--- config.mk ---
export PLATFORM = sky130hd
export DESIGN_NAME = psb_ctrl
export DESIGN_NICKNAME = d
export VERILOG_FILES = /design/src/rtl/core/psb_pkg.sv /design/src/rtl/core/psb_ctrl.sv
export VERILOG_INCLUDE_DIRS = /design/src /design/src/rtl/core
export SDC_FILE = /design/constraint.sdc
export NUM_CORES = 1
export LEC_CHECK = 0
export ABC_AREA = 1
export ABC_CLOCK_PERIOD_IN_PS = 1700
export BUFFER_PORTS_ARGS = -buffer_cell sky130_fd_sc_hd__buf_2
export CORE_UTILIZATION = 53
export DETAILED_ROUTE_END_ITERATION = 7
export PLACE_DENSITY = 0.78
export SLEW_MARGIN = 15
export SYNTH_ARGS = -nofsm -noshare
export SYNTH_HDL_FRONTEND = slang
export SYNTH_SLANG_ARGS = --single-unit
--- constraint.sdc ---
create_clock -name clk -period 1.7 [get_ports clk]
set_input_delay 0.34 -clock clk [delete_from_list [all_inputs] [get_ports clk]]
set_output_delay 0.34 -clock clk [all_outputs]
set_load 0.02 [all_outputs]
--- src/rtl/core/polar_scan_binner_macros.svh ---
// Assertion macros for the polar scan binner RTL.
// Used by psb_ctrl and psb_dp; expects clk and rst_n in scope.
`ifndef POLAR_SCAN_BINNER_MACROS_SVH
`define POLAR_SCAN_BINNER_MACROS_SVH
`ifndef SYNTHESIS
`define PSB_ASSERT(lbl, prop) \
  lbl: assert property (@(posedge clk) disable iff (!rst_n) (prop)) \
    else $error("psb assertion failed");
`define PSB_ASSERT_NEXT(lbl, ante, cons) \
  lbl: assert property (@(posedge clk) disable iff (!rst_n) (ante) |=> (cons)) \
    else $error("psb assertion failed");
`else
`define PSB_ASSERT(lbl, prop)
`define PSB_ASSERT_NEXT(lbl, ante, cons)
`endif
`endif

--- src/rtl/core/psb_pkg.sv ---
// Shared types, constants and tables of the polar scan binner.
// No dependencies.
`timescale 1ns / 1ps
package psb_pkg;

  localparam int NUM_BINS     = 720;
  localparam int BIN_AW       = $clog2(NUM_BINS);
  localparam int CNT_W        = (BIN_AW > 5) ? BIN_AW : 5;
  localparam int CORDIC_STEPS = 16;
  localparam int SQRT_STEPS   = 28;

  localparam logic [23:0] EMPTY_RANGE = 24'hFFFFFF;
  localparam logic [27:0] RANGE_LO    = 28'd1966;
  localparam logic [27:0] RANGE_HI    = 28'd655360;
  localparam logic signed [33:0] HALF_TURN = 34'sh080000000;

  localparam logic OP_ADD  = 1'b0;
  localparam logic OP_READ = 1'b1;

  localparam logic [7:0] CFG_ROT_COS  = 8'd0;
  localparam logic [7:0] CFG_ROT_SIN  = 8'd1;
  localparam logic [7:0] CFG_OFFSET_X = 8'd2;
  localparam logic [7:0] CFG_OFFSET_Y = 8'd3;

  typedef struct packed {
    logic              operation;
    logic signed [23:0] point_x;
    logic signed [23:0] point_y;
    logic [9:0]        bin_index;
  } in_item_t;

  typedef struct packed {
    logic [23:0] bin_range;
    logic        bin_hit;
  } out_item_t;

  typedef struct packed {
    logic             clear;
    logic             load_in;
    logic             mul;
    logic             fin;
    logic             sq;
    logic             iter;
    logic             bin;
    logic             mem_rd;
    logic             rd_sel;
    logic             upd;
    logic             rd_done;
    logic [CNT_W-1:0] cnt;
  } cmd_t;

  typedef struct packed {
    logic op;
    logic out_busy;
  } status_t;

  function automatic logic signed [33:0] atan_lut(input logic [3:0] i);
    logic signed [33:0] v;
    unique case (i)
      4'd0:  v = 34'sd536870912;
      4'd1:  v = 34'sd316933406;
      4'd2:  v = 34'sd167458907;
      4'd3:  v = 34'sd85004756;
      4'd4:  v = 34'sd42667331;
      4'd5:  v = 34'sd21354465;
      4'd6:  v = 34'sd10679838;
      4'd7:  v = 34'sd5340245;
      4'd8:  v = 34'sd2670163;
      4'd9:  v = 34'sd1335087;
      4'd10: v = 34'sd667544;
      4'd11: v = 34'sd333772;
      4'd12: v = 34'sd166886;
      4'd13: v = 34'sd83443;
      4'd14: v = 34'sd41722;
      default: v = 34'sd20861;
    endcase
    return v;
  endfunction

endpackage

--- src/rtl/core/psb_ctrl.sv ---
// Sequencer of the polar scan binner: clear pass, add and read sequences.
// Depends on psb_pkg and polar_scan_binner_macros.svh.
`timescale 1ns / 1ps
`include "polar_scan_binner_macros.svh"
module psb_ctrl (
  input  logic            clk,
  input  logic            rst_n,
  input  logic            in_valid,
  output logic            in_ready,
  input  psb_pkg::status_t sts,
  output psb_pkg::cmd_t   cmd
);

  typedef enum logic [10:0] {
    ST_CLEAR = 11'b000_0000_0001,
    ST_IDLE  = 11'b000_0000_0010,
    ST_MUL   = 11'b000_0000_0100,
    ST_FIN   = 11'b000_0000_1000,
    ST_SQ    = 11'b000_0001_0000,
    ST_ITER  = 11'b000_0010_0000,
    ST_BIN   = 11'b000_0100_0000,
    ST_RDA   = 11'b000_1000_0000,
    ST_UPD   = 11'b001_0000_0000,
    ST_RD    = 11'b010_0000_0000,
    ST_RDW   = 11'b100_0000_0000
  } state_t;

  state_t                   state_r, state_nxt;
  logic [psb_pkg::CNT_W-1:0] cnt_r, cnt_nxt;
  logic                     in_xfer;

  assign in_ready = (state_r == ST_IDLE);
  assign in_xfer  = in_valid && in_ready;

  always_comb begin
    state_nxt = state_r;
    cnt_nxt   = cnt_r + 1'b1;
    unique case (state_r)
      ST_CLEAR: begin
        if (cnt_r == psb_pkg::CNT_W'(psb_pkg::NUM_BINS - 1)) begin
          state_nxt = ST_IDLE;
          cnt_nxt   = '0;
        end
      end
      ST_IDLE: begin
        cnt_nxt = '0;
        if (in_valid) begin
          state_nxt = ST_MUL;
        end
      end
      ST_MUL: begin
        if (cnt_r == psb_pkg::CNT_W'(3)) begin
          state_nxt = ST_FIN;
          cnt_nxt   = '0;
        end
      end
      ST_FIN: begin
        state_nxt = ST_SQ;
        cnt_nxt   = '0;
      end
      ST_SQ: begin
        if (cnt_r == psb_pkg::CNT_W'(1)) begin
          state_nxt = ST_ITER;
          cnt_nxt   = '0;
        end
      end
      ST_ITER: begin
        if (cnt_r == psb_pkg::CNT_W'(psb_pkg::SQRT_STEPS - 1)) begin
          state_nxt = ST_BIN;
          cnt_nxt   = '0;
        end
      end
      ST_BIN:  state_nxt = ST_RDA;
      ST_RDA:  state_nxt = ST_UPD;
      ST_UPD:  state_nxt = ST_IDLE;
      ST_RD:   state_nxt = ST_RDW;
      ST_RDW: begin
        if (!sts.out_busy) begin
          state_nxt = ST_IDLE;
        end
      end
      default: state_nxt = ST_IDLE;
    endcase
    // item register now holds the transferred item; pick the path from its op
    if ((state_r == ST_MUL) && (cnt_r == '0) && (sts.op == psb_pkg::OP_READ)) begin
      state_nxt = ST_RD;
    end
  end

  always_comb begin
    cmd         = '0;
    cmd.cnt     = cnt_r;
    cmd.clear   = (state_r == ST_CLEAR);
    cmd.load_in = in_xfer;
    cmd.mul     = (state_r == ST_MUL);
    cmd.fin     = (state_r == ST_FIN);
    cmd.sq      = (state_r == ST_SQ);
    cmd.iter    = (state_r == ST_ITER);
    cmd.bin     = (state_r == ST_BIN);
    cmd.mem_rd  = (state_r == ST_RDA) || (state_r == ST_RD);
    cmd.rd_sel  = (state_r == ST_RD);
    cmd.upd     = (state_r == ST_UPD);
    cmd.rd_done = (state_r == ST_RDW) && !sts.out_busy;
  end

  always_ff @(posedge clk) begin
    if (!rst_n) begin
      state_r <= ST_CLEAR;
      cnt_r   <= '0;
    end else begin
      state_r <= state_nxt;
      cnt_r   <= cnt_nxt;
    end
  end

  `PSB_ASSERT_NEXT(a_xfer_leaves_idle, in_xfer, state_r == ST_MUL)
  `PSB_ASSERT(a_upd_after_read, (state_r == ST_UPD) |-> ($past(state_r) == ST_RDA))
  `PSB_ASSERT(a_state_onehot, $onehot(state_r))

endmodule

== Yosys cells after proc, flatten, opt, wreduce, memory -nomap -nowiden ==
Index checks and enable logic that the tools add are counted.
Word-level totals
  bits in registers: 21
  bits of input ports: 5
  output and inout port bits: 22
  word-level logic and storage cells: 56
Cells by class
  $add $sub $neg: 1
  equality and inequality tests: 27
  multiplexer cells: 13
  bitwise operators: 1
  reductions and logical operators: 11
Operators with widths (number)
  11-bit case mux with 10 select lines: 1
  11-bit 2-to-1 mux: 6
  10-bit 2-to-1 mux: 5
  10-bit case mux with 5 select lines: 1
  3-bit by 1-bit != test with 1-bit output (second input constant): 4
  6-bit AND reduction: 2
  11-bit by 1-bit equality test with 1-bit output (second input constant): 1
  11-bit by 10-bit equality test with 1-bit output (second input constant): 1
  11-bit equality test (second input constant): 1
  11-bit by 2-bit equality test with 1-bit output (second input constant): 1
  11-bit by 3-bit equality test with 1-bit output (second input constant): 1
  11-bit by 4-bit equality test with 1-bit output (second input constant): 1
  11-bit by 5-bit equality test with 1-bit output (second input constant): 1
  11-bit by 6-bit equality test with 1-bit output (second input constant): 1
  11-bit by 7-bit equality test with 1-bit output (second input constant): 1
  11-bit by 8-bit equality test with 1-bit output (second input constant): 1
  11-bit by 9-bit equality test with 1-bit output (second input constant): 1
  10-bit by 1-bit adder with 10-bit output (second input constant): 1
  10-bit by 1-bit equality test with 1-bit output (second input constant): 1
  10-bit equality test (second input constant): 1
  10-bit by 2-bit equality test with 1-bit output (second input constant): 1
  10-bit by 5-bit equality test with 1-bit output (second input constant): 1
  10-bit zero test: 1
  2-bit by 1-bit != test with 1-bit output (second input constant): 4
  8 further kinds: 13

== Longest topological paths before layout ==
  depth in word-level cells: 5
  mapped depth: 11
  depth with buffers taken out: 11

== Worst setup path before layout ==
OpenSTA, ideal clock, no wires.
  path type: register to register
  start: register cnt_r[0] (netlist bit)
  end: register cnt_r[0] (netlist bit)
  setup time: 0.129 ns
  arrival: 1.585 ns
  data required time: 1.571 ns
  path slack: -0.014 ns
  stages on the path, launching flop included: 9
  path buffers: 0
  period minus slack after synthesis: 1.714 ns
  cells stage by stage: dfxtp_1 ha_1 nand3_1 nor2_2 nor2_1 nor2_1 nand2_2 o21ai_4 nor2_1
On the way
  cells in the longest elaborated chain, start to end: 3
  elaborated cells on any way between the ends: 10
  classes of those cells: add/sub (1); eq/ne (4); mux (5)
Ends and longest elaborated chain
  start: declaration: RTL line psb_ctrl.sv:29  | logic [psb_pkg::CNT_W-1:0] cnt_r, cnt_nxt;
  start signal: assignment: RTL line psb_ctrl.sv:112  | cnt_r <= cnt_nxt;
  10-bit by 1-bit adder with 10-bit output, or another cell as far along: RTL line psb_ctrl.sv:37  | cnt_nxt = cnt_r + 1'b1;
  10-bit 2-to-1 mux, on equally long branches
  10-bit case mux with 5 select lines (*): RTL line psb_ctrl.sv:38  | unique case (state_r)
Every way passes the cells marked *; elsewhere a longest branch is shown, timed or not.
A chain may end at the register's enable or synchronous reset.

==> results by group <==
Setup path
  – Most prevalent standard cell on the critical path: sky130_fd_sc_hd__nor2_4
  – Kind of cell adding the most delay to the critical path: simple AND/OR/NAND/NOR gates
  – Worst endpoint required time: 1360 ps
  – Crit path cell chain: nor2_4 -> nand2_4 -> nor2_4 -> nand3_1 -> nor2_1 -> buf_4
  – Startpoint type of the worst setup path: flip-flop
  – Minimum setup slack among reg-to-reg paths: 80 ps
  – Class of the most critical setup path: flip-flop to output port
  – Crit path capture type: output port
  – Logic depth of the worst register-to-register path: 10
  – Worst path buffer plus inverter count: 1
  – Data arrival time of the worst path: 1390 ps
  – Stage delay of the slowest cell on the critical path: 350 ps
  – End of the worst register-to-register path: cnt_r[0]
  – Maximum net fanout on the critical path: 4
  – CP max stage cell: sky130_fd_sc_hd__dfxtp_2
  – Startpoint of the worst register-to-register path: state_r[9]

Synth
  – Post-synth net total: 188
  – Largest area contributor in the netlist: sky130_fd_sc_hd__dfxtp_1
  – Dominant register cell in the synthesized netlist: sky130_fd_sc_hd__dfxtp_1
  – Ys async rst share: 0%
  – Syn Inst Count: 180
  – Synth cell count leaders: sky130_fd_sc_hd__nor2_1, sky130_fd_sc_hd__inv_1, sky130_fd_sc_hd__dfxtp_1
  – Number of flops mapped to enable cells by yosys: 0
  – Synthesis warning total: 0
  – Register bit count reported by yosys: 21
  – Area share of the leading cell type in the synthesized netlist: 32.9%
  – Netlist area before placement: 1280 um^2
  – Cell with the most instances after synthesis: sky130_fd_sc_hd__nor2_1
  – Per-instance average area after synthesis: 7.09 um^2
  – Synth top area cells: sky130_fd_sc_hd__dfxtp_1, sky130_fd_sc_hd__nor2_1, sky130_fd_sc_hd__inv_1
  – Portion of the post-synthesis area used by sequential elements: 32.9%
  – Post-synth cell types: 24

Global routing
  – Global-route wire length before repair: 4.94 mm
  – Pin count of the biggest net entering global routing: 12
  – Global-route congestion overflow total: 0
  – Global-route usage over all layers: 25.3%
  – Vias in the first global route: 1174
  – Antenna violations before repair: 0

Status
  – Failing checks: negative setup slack
  – Outcome: complete, but fails checks

Route
  – Via-per-instance ratio: 4.89
  – DRC violation total after the first TritonRoute iteration: 17
  – Number of iterations in the first detailed-routing pass: 4
  – Count of antenna-violating nets left after detailed routing: 0
  – DRC: 0
  – Total wire length: 2.94 mm
  – Routed wire length per instance: 11.9 um
  – Vias after detailed routing: 1204

Placement
  – Number of buffers added on ports: 26
  – Half-perimeter wire length of the detailed placement result: 2.16 mm
  – Routability Congestion: 0.848

Pwr
  – Static power due to leakage: 0.832 nW
  – Worst VDD drop: 0.000574 V
  – Total design power: 1.17 mW
  – Pwr per Cell Area: 687 nW/um^2

Floorplan
  – Die width: 51.1 um
  – # IOs: 27
  – Std cell rows: 17
  – Initial standard-cell utilization of the core: 57.1%
  – Full die area: 2610 um^2
  – Floorplan die height: 51.1 um
  – Area of the core region: 2230 um^2

STA
  – Headroom to the max-slew limit: 77.1%
  – Unrepaired setup endpoints after global routing: yes
  – Fmax achieved: 579 MHz
  – Worst slew pin tran: 343 ps
  – Final-report max-slew violation count: 0
  – Hold WS: 296 ps
  – Worst setup margin: -25.8 ps
  – Clock skew: 4.80 ps
  – Final clock period utilization by the worst path: 102%
  – Total setup violations reported at the end of the flow: 3
  – Number of hold violations in the final report: 0
  – Fin crit period: 1730 ps

Hold path
  – Hold Crit Start: rst_n
  – Worst hold path type: input port to flip-flop
  – Terminating pin of the worst hold path: state_r[0]
  – Instance count along the most critical hold path: 2

Clock network
  – Cell chosen for the clock root: sky130_fd_sc_hd__clkbuf_4
  – Maximum clock path buffer count: 2
  – TritonCTS clock tree: built
  – Clock latency of the later-clocked register in the worst-skew pair: 290 ps
  – Clock transition time at the flip-flop clock pins of the worst setup and hold paths: 120 ps
  – Clock Sinks: 21
  – TritonCTS Buffers: 3
  – H-tree Lvls: 1

Final layout
  – Fraction of final layout cells sized beyond drive strength 1: 46.3%
  – Final nets: 227
  – N_diodes: 0
  – Area added between synthesis and finish: 33.3%
  – Utilization of the core after routing: 76.2%

Run
  – Max cap viols: 0
-- metal layers --
layer  vias to the layer above  routed length (um)  track usage [%]
li1                        619                   -                -
met1                       553                1200             26.7
met2                        26                1600             48.9
met3                         6                  86             4.76
met4                         0                  53             8.80
met5                         -                   0                0
-- worst max-delay path by stage --
stage	end	cells past startpoint	start	slack [ps]
final	cmd[10]	6	state_r[3]	-30
after CTS	cmd[19]	6	state_r[5]	-20
after global placement	cnt_r[0]	8	cnt_r[0]	80
after floorplan	cnt_r[0]	8	cnt_r[1]	30
after global routing	cmd[10]	6	state_r[3]	-90
after detailed placement	cnt_r[0]	8	cnt_r[0]	-90
-- area by class of cell --
type	instances	area, um^2
clock buffer	4	26.3
timing repair buffer	35	248
tap	28	35.0
fill	158	532
inverter	32	120
multi-input combinational	126	833
sequential	21	439
-- where the power goes --
part / total, mW / internal [mW] / switching (mW)
Combinational: 0.376 / 0.158 / 0.219
Sequential: 0.557 / 0.522 / 0.0351
Clock: 0.236 / 0.0912 / 0.145
-- worst reg2reg max path, delay by kind of cell, from the launching register on --
| family | cells | cell delay (ps) |
|---|---|---|
| flops | 1 | 360 |
| buf+inv | 2 | 290 |
| simple gates | 7 | 720 |
| compound gates | 1 | 160 |
-- logic make-up (layout without fill, tap and decap cells) --
kind of cell	Yosys count	after routing	share of synthesized area, %
AO/OA/AOI/OAI	4	4	3.63
buffers and inverters	33	71	10.0
XOR/XNOR	8	8	5.49
flip-flops	21	21	32.9
AND/OR/NAND/NOR	111	111	45.0
adder cells (fa/ha/maj)	3	3	2.94
-- timing repair --
| item | CTS | global route |
|---|---|---|
| gates cloned | 0 | 0 |
| setup buffers | 5 | 4 |
| hold buffers | 0 | 0 |
| pin swaps | 9 | 9 |
| endpoints found under the setup margin | 24 | 26 |
| gates resized for setup | 37 | 23 |
-- placed cells by master (no fill, tap or decap) --
master	instances
sky130_fd_sc_hd__clkbuf_1	1
sky130_fd_sc_hd__dfxtp_4	1
sky130_fd_sc_hd__nand3_1	11
sky130_fd_sc_hd__o21ai_4	2
sky130_fd_sc_hd__nand2_1	14
sky130_fd_sc_hd__buf_6	6
sky130_fd_sc_hd__nand3_2	7
sky130_fd_sc_hd__buf_4	14
sky130_fd_sc_hd__nor3_2	3
sky130_fd_sc_hd__xor2_1	6
sky130_fd_sc_hd__inv_2	5
sky130_fd_sc_hd__nor2_2	7
sky130_fd_sc_hd__dfxtp_2	12
sky130_fd_sc_hd__buf_2	15
sky130_fd_sc_hd__a21oi_2	1
sky130_fd_sc_hd__clkbuf_4	3
sky130_fd_sc_hd__ha_4	1
sky130_fd_sc_hd__nor3b_1	1
sky130_fd_sc_hd__ha_1	2
sky130_fd_sc_hd__o21ai_0	1
sky130_fd_sc_hd__nor2_1	40
sky130_fd_sc_hd__nand2_4	5
sky130_fd_sc_hd__and2_1	1
sky130_fd_sc_hd__nand4_1	1
sky130_fd_sc_hd__nor2_4	9
sky130_fd_sc_hd__nor2_8	1
sky130_fd_sc_hd__nand2_2	9
sky130_fd_sc_hd__xnor2_1	2
sky130_fd_sc_hd__and3_1	1
sky130_fd_sc_hd__dfxtp_1	8
sky130_fd_sc_hd__nor3_1	1
sky130_fd_sc_hd__inv_1	27
-- per-stage QoR --
stage	setup slack (ps)	setup TNS, ps	area (um^2)	cells
finish	-25.8	-46.1	1700	246
global route	-93.4	-664	1700	246
CTS	-20.3	-24.4	1610	242
detailed placement	-91.0	-712	1440	233
global placement	83.8	0	1440	233
floorplan	30.8	0	1280	180
-- sequential cells by signal, indices dropped and copies added (netlist names) --
register	cells
state_r	11
cnt_r	10
Power figures use the tool's default switching activity.
